`config.mk`:
```
export PLATFORM = sky130hd
export DESIGN_NAME = tbba_ram
export DESIGN_NICKNAME = d
export VERILOG_FILES = /design/src/hw/rtl/tbba_ram.sv
export SDC_FILE = /design/constraint.sdc
export NUM_CORES = 2
export LEC_CHECK = 0
export ABC_CLOCK_PERIOD_IN_PS = 6400
export BUFFER_PORTS_ARGS = -buffer_cell sky130_fd_sc_hd__buf_2
export CAP_MARGIN = 20
export CORE_MARGIN = 10
export CORE_UTILIZATION = 51
export DETAILED_ROUTE_END_ITERATION = 12
export MAX_ROUTING_LAYER = met4
export PLACE_DENSITY = 0.74
export REMOVE_ABC_BUFFERS = 1
export SETUP_SLACK_MARGIN = 0.1
export SLEW_MARGIN = 20
export SYNTH_ARGS = -nofsm -noshare
export SYNTH_HDL_FRONTEND = slang
export SYNTH_SLANG_ARGS = --single-unit
```
`constraint.sdc`:
```
create_clock -name clk -period 6.4 [get_ports clk]
set_input_delay 0.32 -clock clk [delete_from_list [all_inputs] [get_ports clk]]
set_output_delay 0.32 -clock clk [all_outputs]
set_load 0.005 [all_outputs]
```
`src/hw/rtl/tbba_ram.sv`:
```
// Generic single-write, single-read RAM with registered read data.
// No dependencies.
`default_nettype none
module tbba_ram #(
  parameter int WIDTH = 64,
  parameter int DEPTH = 64
) (
  input  wire logic                     clk,
  input  wire logic                     wr_en,
  input  wire logic [$clog2(DEPTH)-1:0] wr_addr,
  input  wire logic [WIDTH-1:0]         wr_data,
  input  wire logic [$clog2(DEPTH)-1:0] rd_addr,
  output      logic [WIDTH-1:0]         rd_data
);

  logic [WIDTH-1:0] mem [DEPTH];

  always_ff @(posedge clk) begin
    if (wr_en) begin
      mem[wr_addr] <= wr_data;
    end
    rd_data <= mem[rd_addr];
  end

endmodule
`default_nettype wire

```
==> flow_summary.ini <==
[floorplanning]
fp.dieH_microns = 574
rows = 203
die_w_microns = 574
initial_core_util_pct = 51.2
io_pins = 142
die-area_sq_um = 329000
core-area_sq_um = 306000

[worst_setup_path]
cp.arrival_ps = 3880
r2r-start = mem[13][30]
startpoint = wr_addr[1]
critPathRequiredTime_ps = 6950
start_kind = input pin
critPathCaptureType = flip-flop
critPathKind = input pin to flip-flop
critPathMaxFanout = 28

[sta]
period_needed_ps = 3320
slew_headroom_pct = 17.5
rsz0062_at_grt = no
fmax_ghz = 0.301
tightestPinTransition_ps = 1240
fin_worst_hold_slack_ps = 68.6
drv_slew = 0
fin_ws_ps = 3080
finalHoldViolCount = 0
clock_skew_ps = 60.7
setup_tns_ps = 0
setup_viol = 0
period_share_pct = 51.9

[min_path]
min_from = wr_data[29]
min_path_type = input pin to flip-flop

[clocking]
cts-root-buf = clkbuf_16
clock_sinks = 4160
clk_pin_slew_ps = 60
cts_hold_buffers = 2
cts_tree = yes
max-clock-path-buffers = 4
cts_setup_buffers = 0
cts_resized = 0
clock_latency_ps = 940
htreeDepth = 5
numCtsBuffers = 402

[yosys]
synth_edf_count = 4096
synthXorXnorAreaFrac_pct = 0
synth_compound_area_share_pct = 2.48
netlist_top_cells_area = edfxtp_1, mux4_2, mux2i_1
synth.avg_cell_area_sq_um = 23.7
synth-seq-area-share_pct = 79.5
yosysTopAreaCell = edfxtp_1
yosysTopAreaCellShare_pct = 78.7
synth_seq_cells = 4160
synth_top_family_by_area = multiplexers
synthCells = 6598
synth.distinct_cells = 33
synth.cell_area_sq_um = 156000
synthSimpleGateAreaFrac_pct = 1.24
synthMuxAreaShare_pct = 15.6
synthArstFlopShare_pct = 0
yosysWarnings = 0
ys_dominant_reg_cell = edfxtp_1
synthAdderAreaFrac_pct = 0

[run_status]
status = complete, no violations

[drt]
dr.first_iter.drc_count = 12900
wl_per_cell_microns = 37.1
routed_wl_mm = 425
drt_first_pass_iters = 6
ant_nets = 0
via_per_inst = 6.80
via_count = 77900
route.detailed.drc = 0

[placed_design]
gp_congestion = 0.794
placed_cells = 10700
hpwl_mm = 215
dpl_worst_slack_ps = 2840
portBuffers = 141
dpl_cell_area_sq_um = 163000

[layout]
fin_nets = 7068
finalCoreUtilization_pct = 57.8
fin_area_sq_um = 177000
stdcell_count = 11400
drive_gt1_share_pct = 28.1
area_delta_synth_final_pct = 13.0

[power_and_ir_drop]
p_per_area_nw_per_um2 = 321
vdd_drop_max_uv = 249
p_leak_nw = 54.9
fin_total_pwr_mw = 56.7

[global_routing]
grt_max_degree = 123
antenna_found_initial = 38
grt_usage_pct = 26.1
grt_pass1_wl_mm = 599
grt_pass1_vias = 78300
grt_overflow = 0

[flow_run]
drv_cap = 0
-- cells in the final DEF, fill, tap and decap left out, types with 8 or more instances in the layout --
cell              n
a211oi_1         63
a22o_1           88
a22oi_1         168
a2bb2oi_1        19
a31oi_1          18
a41oi_1          26
and3_1           64
buf_12           46
buf_2           126
buf_4           166
bufinv_16        42
clkbuf_1         87
clkbuf_16       407
clkbuf_8         23
clkinv_1         67
clkinv_2         73
clkinvlp_4       13
dfxtp_1          64
diode_2          24
dlygate4sd3_1    16
edfxtp_1       4096
inv_1            19
mux2i_1         135
mux4_2         1024
nand2_1          54
nand2b_1          8
nand3_1          45
nor2_1           47
nor2_4           65
nor2b_1          24
o221ai_1         38
o22ai_1          83
or2_2            28
or3_1            29
-- cell usage after synthesis (34+ instances only) --
cell / instances
nor2_1: 112
a211oi_1: 63
dfxtp_1: 64
o22ai_1: 83
clkbuf_1: 140
edfxtp_1: 4096
a22o_1: 88
buf_2: 170
nand3_1: 45
and3_1: 64
a22oi_1: 168
buf_4: 34
nand2_1: 58
o221ai_1: 38
mux4_2: 1024
mux2i_1: 135
-- path summary, 6_finish.rpt --
| path | end | cells after the start | slack, ps |
|---|---|---|---|
| min reg2reg | rd_data[61] | 4 | 850 |
| max | mem[27][0] | 6 | 3080 |
| min | mem[18][29] | 1 | 70 |
| max reg2reg | rd_data[30] | 5 | 4370 |
-- where the power goes --
part	leakage [nW]	total, mW	switching (mW)	internal (mW)
clock network	6.49	23.9	10.2	13.7
logic	11.1	2.51	1.57	0.938
registers	37.4	30.3	0.112	30.2
-- registers in the layout, summed over array words and instances (netlist names) --
register / flops
mem: 4096
rd_data: 64
-- cell type report --
cell class | instances | area [sq um]
antenna | 24 | 60.1
clock buffer | 517 | 10800
clock inverter | 222 | 2480
fill | 20700 | 129000
inverter | 19 | 71.3
multi-input combinational | 2049 | 30800
sequential | 4160 | 124000
tap | 4100 | 5130
timing repair buffer | 358 | 3030
-- per-layer routing --
metal | part of all wire [%] | vias up | global-route usage (%)
li1 | - | 29300 | -
met1 | 34 | 41100 | 34.7
met2 | 48 | 6373 | 39.9
met3 | 13 | 1138 | 5.74
met4 | 4.6 | 0 | 10.0
met5 | 0 | - | -
-- worst max-delay path, stage by stage --
cell and delay [ps]:
dlygate4sd3_1 610, buf_2 270, nor2b_1 220, nand3_1 560
nor2_4 1020, buf_4 760
-- cells by family after synthesis --
logic type / after synthesis
compound gates: 504
buf+inv: 389
flops: 4160
mux: 1159
simple gates: 386
(Power assumes the default switching activity.)
