`src/hw/rtl/tbba_pkg.sv`:
```
// Package for the two-level bitmap ID allocator: sizes, operation codes,
// item types and the lowest-zero search. No dependencies.
`default_nettype none
package tbba_pkg;

  // Pool geometry
  localparam int NUM_WORDS = 64;
  localparam int WORD_BITS = 64;
  localparam int WORD_AW   = $clog2(NUM_WORDS);
  localparam int BIT_AW    = $clog2(WORD_BITS);
  localparam int NUM_W     = WORD_AW + BIT_AW;
  localparam int CAPACITY  = NUM_WORDS * WORD_BITS;

  // Item field widths
  localparam int FUNC_W   = 3;
  localparam int NUMBER_W = 16;
  localparam int LENT_W   = 12;

  // Numbers compared one bit wider so that a full-range pool still fits
  localparam logic [NUMBER_W:0] CAP_EXT  = (NUMBER_W + 1)'(CAPACITY);
  localparam logic [NUM_W-1:0]  LAST_NUM = NUM_W'(CAPACITY - 1);

  // Summary bits beyond the pool are held set so that lend never picks them
  localparam logic [WORD_BITS-1:0] SUM_RESET =
    ~({WORD_BITS{1'b1}} >> (WORD_BITS - NUM_WORDS));

  // Operation codes
  localparam logic [FUNC_W-1:0] FN_LEND         = 3'd0;
  localparam logic [FUNC_W-1:0] FN_RETURN       = 3'd1;
  localparam logic [FUNC_W-1:0] FN_ASSIGN       = 3'd2;
  localparam logic [FUNC_W-1:0] FN_ASSIGN_RANGE = 3'd3;
  localparam logic [FUNC_W-1:0] FN_RETURN_RANGE = 3'd4;

  // Word pass codes for the shared word unit
  typedef logic [1:0] pass_t;
  localparam pass_t PASS_CHECK = 2'd0;
  localparam pass_t PASS_SET   = 2'd1;
  localparam pass_t PASS_CLEAR = 2'd2;
  localparam pass_t PASS_LEND  = 2'd3;

  typedef struct packed {
    logic [FUNC_W-1:0]   func;
    logic [NUMBER_W-1:0] number;
    logic [NUMBER_W-1:0] end_number;
  } req_t;

  typedef struct packed {
    logic              ok;
    logic [LENT_W-1:0] lent_number;
  } rsp_t;

  typedef struct packed {
    logic              clash;
    logic              full;
    logic [BIT_AW-1:0] zero_idx;
  } wu_status_t;

  // Lowest clear bit: {none_clear, index}
  function automatic logic [BIT_AW:0] lowest_zero(input logic [WORD_BITS-1:0] v);
    logic              none;
    logic [BIT_AW-1:0] idx;
    none = 1'b1;
    idx  = '0;
    for (int i = WORD_BITS - 1; i >= 0; i--) begin
      if (!v[i]) begin
        none = 1'b0;
        idx  = BIT_AW'(i);
      end
    end
    return {none, idx};
  endfunction

endpackage
`default_nettype wire

```
`src/hw/rtl/tbba_word_unit.sv`:
```
// Shared word unit: builds the range mask for one word and applies a check,
// set, clear or lend to it. Depends on tbba_pkg.
`default_nettype none
module tbba_word_unit
  import tbba_pkg::*;
(
  input  wire pass_t                  pass,
  input  wire logic [WORD_AW-1:0]     word_idx,
  input  wire logic [NUM_W-1:0]       s,
  input  wire logic [NUM_W-1:0]       e,
  input  wire logic [WORD_BITS-1:0]   data_in,
  output      logic [WORD_BITS-1:0]   word_out,
  output      wu_status_t             status
);

  logic [BIT_AW-1:0]    lo;
  logic [BIT_AW-1:0]    hi;
  logic [WORD_BITS-1:0] mask;
  logic [WORD_BITS-1:0] lend_bit;
  logic [BIT_AW:0]      lz;

  // Trim the mask at the first and last words of the range
  assign lo = (word_idx == s[NUM_W-1:BIT_AW]) ? s[BIT_AW-1:0] : '0;
  assign hi = (word_idx == e[NUM_W-1:BIT_AW]) ? e[BIT_AW-1:0] : BIT_AW'(WORD_BITS - 1);
  assign mask = ({WORD_BITS{1'b1}} >> (BIT_AW'(WORD_BITS - 1) - hi))
              & ({WORD_BITS{1'b1}} << lo);

  // Isolate the lowest clear bit
  assign lend_bit = ~data_in & (data_in + WORD_BITS'(1));
  assign lz       = lowest_zero(data_in);

  always_comb begin
    case (pass)
      PASS_SET:   word_out = data_in | mask;
      PASS_CLEAR: word_out = data_in & ~mask;
      PASS_LEND:  word_out = data_in | lend_bit;
      default:    word_out = data_in;
    endcase
  end

  assign status.clash    = |(data_in & mask);
  assign status.full     = &word_out;
  assign status.zero_idx = lz[BIT_AW-1:0];

endmodule
`default_nettype wire

```
`config.mk`:
```
export PLATFORM = sky130hd
export DESIGN_NAME = tbba_word_unit
export DESIGN_NICKNAME = d
export VERILOG_FILES = /design/src/hw/rtl/tbba_pkg.sv /design/src/hw/rtl/tbba_word_unit.sv
export SDC_FILE = /design/constraint.sdc
export NUM_CORES = 1
export LEC_CHECK = 0
export ABC_AREA = 0
export BUFFER_PORTS_ARGS = -buffer_cell sky130_fd_sc_hd__buf_4
export CORE_MARGIN = 2
export CORE_UTILIZATION = 30
export DETAILED_ROUTE_END_ITERATION = 8
export PLACE_DENSITY = 0.61
export RECOVER_POWER = 50
export SYNTH_ARGS = -nofsm -noshare
export SYNTH_HDL_FRONTEND = slang
export SYNTH_SLANG_ARGS = --single-unit
export TNS_END_PERCENT = 30
```
`constraint.sdc`:
```
create_clock -name vclk -period 4.2
set_clock_uncertainty 0.2 [all_clocks]
set_input_delay 0.84 -clock vclk [all_inputs]
set_output_delay 0.84 -clock vclk [all_outputs]
set_load 0.005 [all_outputs]
```
==> results_dict.tcl <==
set metrics [dict create \
    outcome "complete, but fails checks" \
    violations "negative setup slack" \
    finalMaxSlewViolations 0 \
    cp.required_ns 3.16 \
    first_global_vias 9632 \
    antenna_found_initial 1 \
    dr_wl_met2_mm 18.1 \
    rsz0062_at_grt "yes" \
    ys_warn_count 0 \
    leakage_nw 4.79 \
    post_drt_wl_per_cell_microns 25.0 \
    tightest_slew_ns 0.754 \
    p_per_area_nw_per_um2 99.9 \
    min_period_ns 4.87 \
    area_growth_pct 86.3 \
    grt_usage 0.399 \
    place_ws_ns -0.858 \
    grt_start_max_net_pins 67 \
    nClkBuffers 0 \
    dieArea_sq_um 20000 \
    ys_seq_area_frac 0 \
    initial_core_util 0.304 \
    wl_met3_mm 4.48 \
    dp_hpwl_mm 35.0 \
    totalWireLength_mm 42.1 \
    crit_fanout 6 \
    final-setup-viol-count 2 \
    wl_met1_mm 17.3 \
    globalplace.congestion 1.07 \
    num_vias 10400 \
    finalNetCount 1550 \
    drcViolationCount 0 \
    ctsHoldBuffers 0 \
    fin_ws_ns -0.671 \
    fin_setup_tns_ns -1.28 \
    drt-vias-per-instance 6.18 \
    ir_worst_vdd_uv 54.4 \
    syn_area_sq_um 5670 \
    critPathKind "primary input to output pin" \
    die_h_microns 141 \
    p_total_mw 1.06 \
    ys_types 88 \
    firstDrtPassIters 6 \
    antennaDiodeCount 0 \
    worstSetupStartpointType "primary input" \
    syn_avg_cell_area_sq_um 6.06 \
    cap_viol_max_count 0 \
    top_layer_used "met5" \
    port_buffers 168 \
    finish.instance_area_sq_um 10600 \
    max_freq_mhz 205 \
    die_x_microns 141 \
    syn_nets 1031 \
    fin_crit_sh 1.16 \
    dp.cells 1673 \
    finish.utilization 0.567 \
    num_io_pins 168 \
    drive_gt1_frac 0.483 \
    antenna_left 0 \
    cp.arrival_ns 3.83 \
    fin_hold_ws_ns 1.89 \
    coreArea_sq_um 18600 \
    n_sequential_cell 0 \
    overflow 0 \
    dpl-instance-area_sq_um 10100 \
    drt-initial-drc-count 1257 \
    layout.cells.non_filler 1686 \
    hold_class "primary input to output pin" \
    end_kind "output pin" \
    ff_latch_area_sq_um 0 \
    syn-instance-count 935 \
    grt_pass1_wl_mm 60.5 \
    hold_viol 0 \
    relSlewSlack 0.494 \
    rows 50 \
]
## layout make-up
cell class	count	area, sq um
Fill cell	1868	8080
Multi-Input combinational cell	809	5480
Timing Repair Buffer	601	4630
Tap cell	234	293
Inverter	42	158
## cells in the final DEF, fill, tap and decap left out, drive strengths merged, types with 27 or more instances in the layout
master,count
buf,591
nor2,103
nand2,92
a21oi,60
o21ai,56
nand3,53
nand4,43
inv,40
nor3,33
a211oi,27
## worst max-delay path, cell delays in order
cell and delay (ns):
buf_6 0.08, nand4_4 0.12, buf_6 0.14, nor4_4 0.35, buf_4 0.19, buf_6 0.12, nand4_4 0.14, or4_1 0.51
nand3_1 0.14, o211ai_1 0.21, or4_4 0.48, nor4_4 0.33, buf_4 0.16
## final timing paths
check | start | endpoint | depth (start not counted)
hold / removal | data_in[3] | status[0] | 4
setup / recovery | data_in[15] | status[6] | 13
## power breakdown
part | total, mW | internal (mW) | switching, mW
registers | 0 | 0 | 0
clock network | 0 | 0 | 0
logic | 1.06 | 0.512 | 0.543
total | 1.06 | 0.512 | 0.543
## cells in the mapped netlist, types with 9 or more instances
library cell | number | area share
a211oi_1 | 23 | 0.030
a21oi_1 | 60 | 0.053
a221oi_1 | 15 | 0.023
a22oi_1 | 19 | 0.025
a2bb2oi_1 | 17 | 0.026
a31oi_1 | 26 | 0.029
and2_1 | 17 | 0.019
and3_1 | 18 | 0.020
buf_2 | 16 | 0.014
clkbuf_1 | 51 | 0.034
inv_1 | 40 | 0.026
nand2_1 | 92 | 0.061
nand2b_1 | 11 | 0.012
nand3_1 | 52 | 0.046
nand4_1 | 34 | 0.038
nor2_1 | 101 | 0.067
nor3_1 | 32 | 0.028
nor4_1 | 9 | 0.0099
o21ai_0 | 53 | 0.047
o22ai_1 | 12 | 0.013
o31a_1 | 9 | 0.014
or3_1 | 16 | 0.018
xnor2_1 | 12 | 0.019
## cells by family (layout without fill, tap and decap cells)
group | after synthesis | in the layout | share of synthesized area
AO/OA/AOI/OAI | 344 | 344 | 0.434
buffers and inverters | 126 | 643 | 0.102
XOR/XNOR | 14 | 14 | 0.0216
multiplexers | 9 | 9 | 0.0172
AND/OR/NAND/NOR | 442 | 442 | 0.426
## repair_timing
item	CTS	global route
resized for setup	53	20
endpoints found under the setup margin	5	10
pin swaps	11	10
setup buffers	12	1
## routing by layer
metal  up-vias  track usage
li1       4670            -
met1      4924        0.544
met2       696        0.627
met3       134       0.0672
met4         2        0.156
met5         -            0
Power figures use the tool's default switching activity.
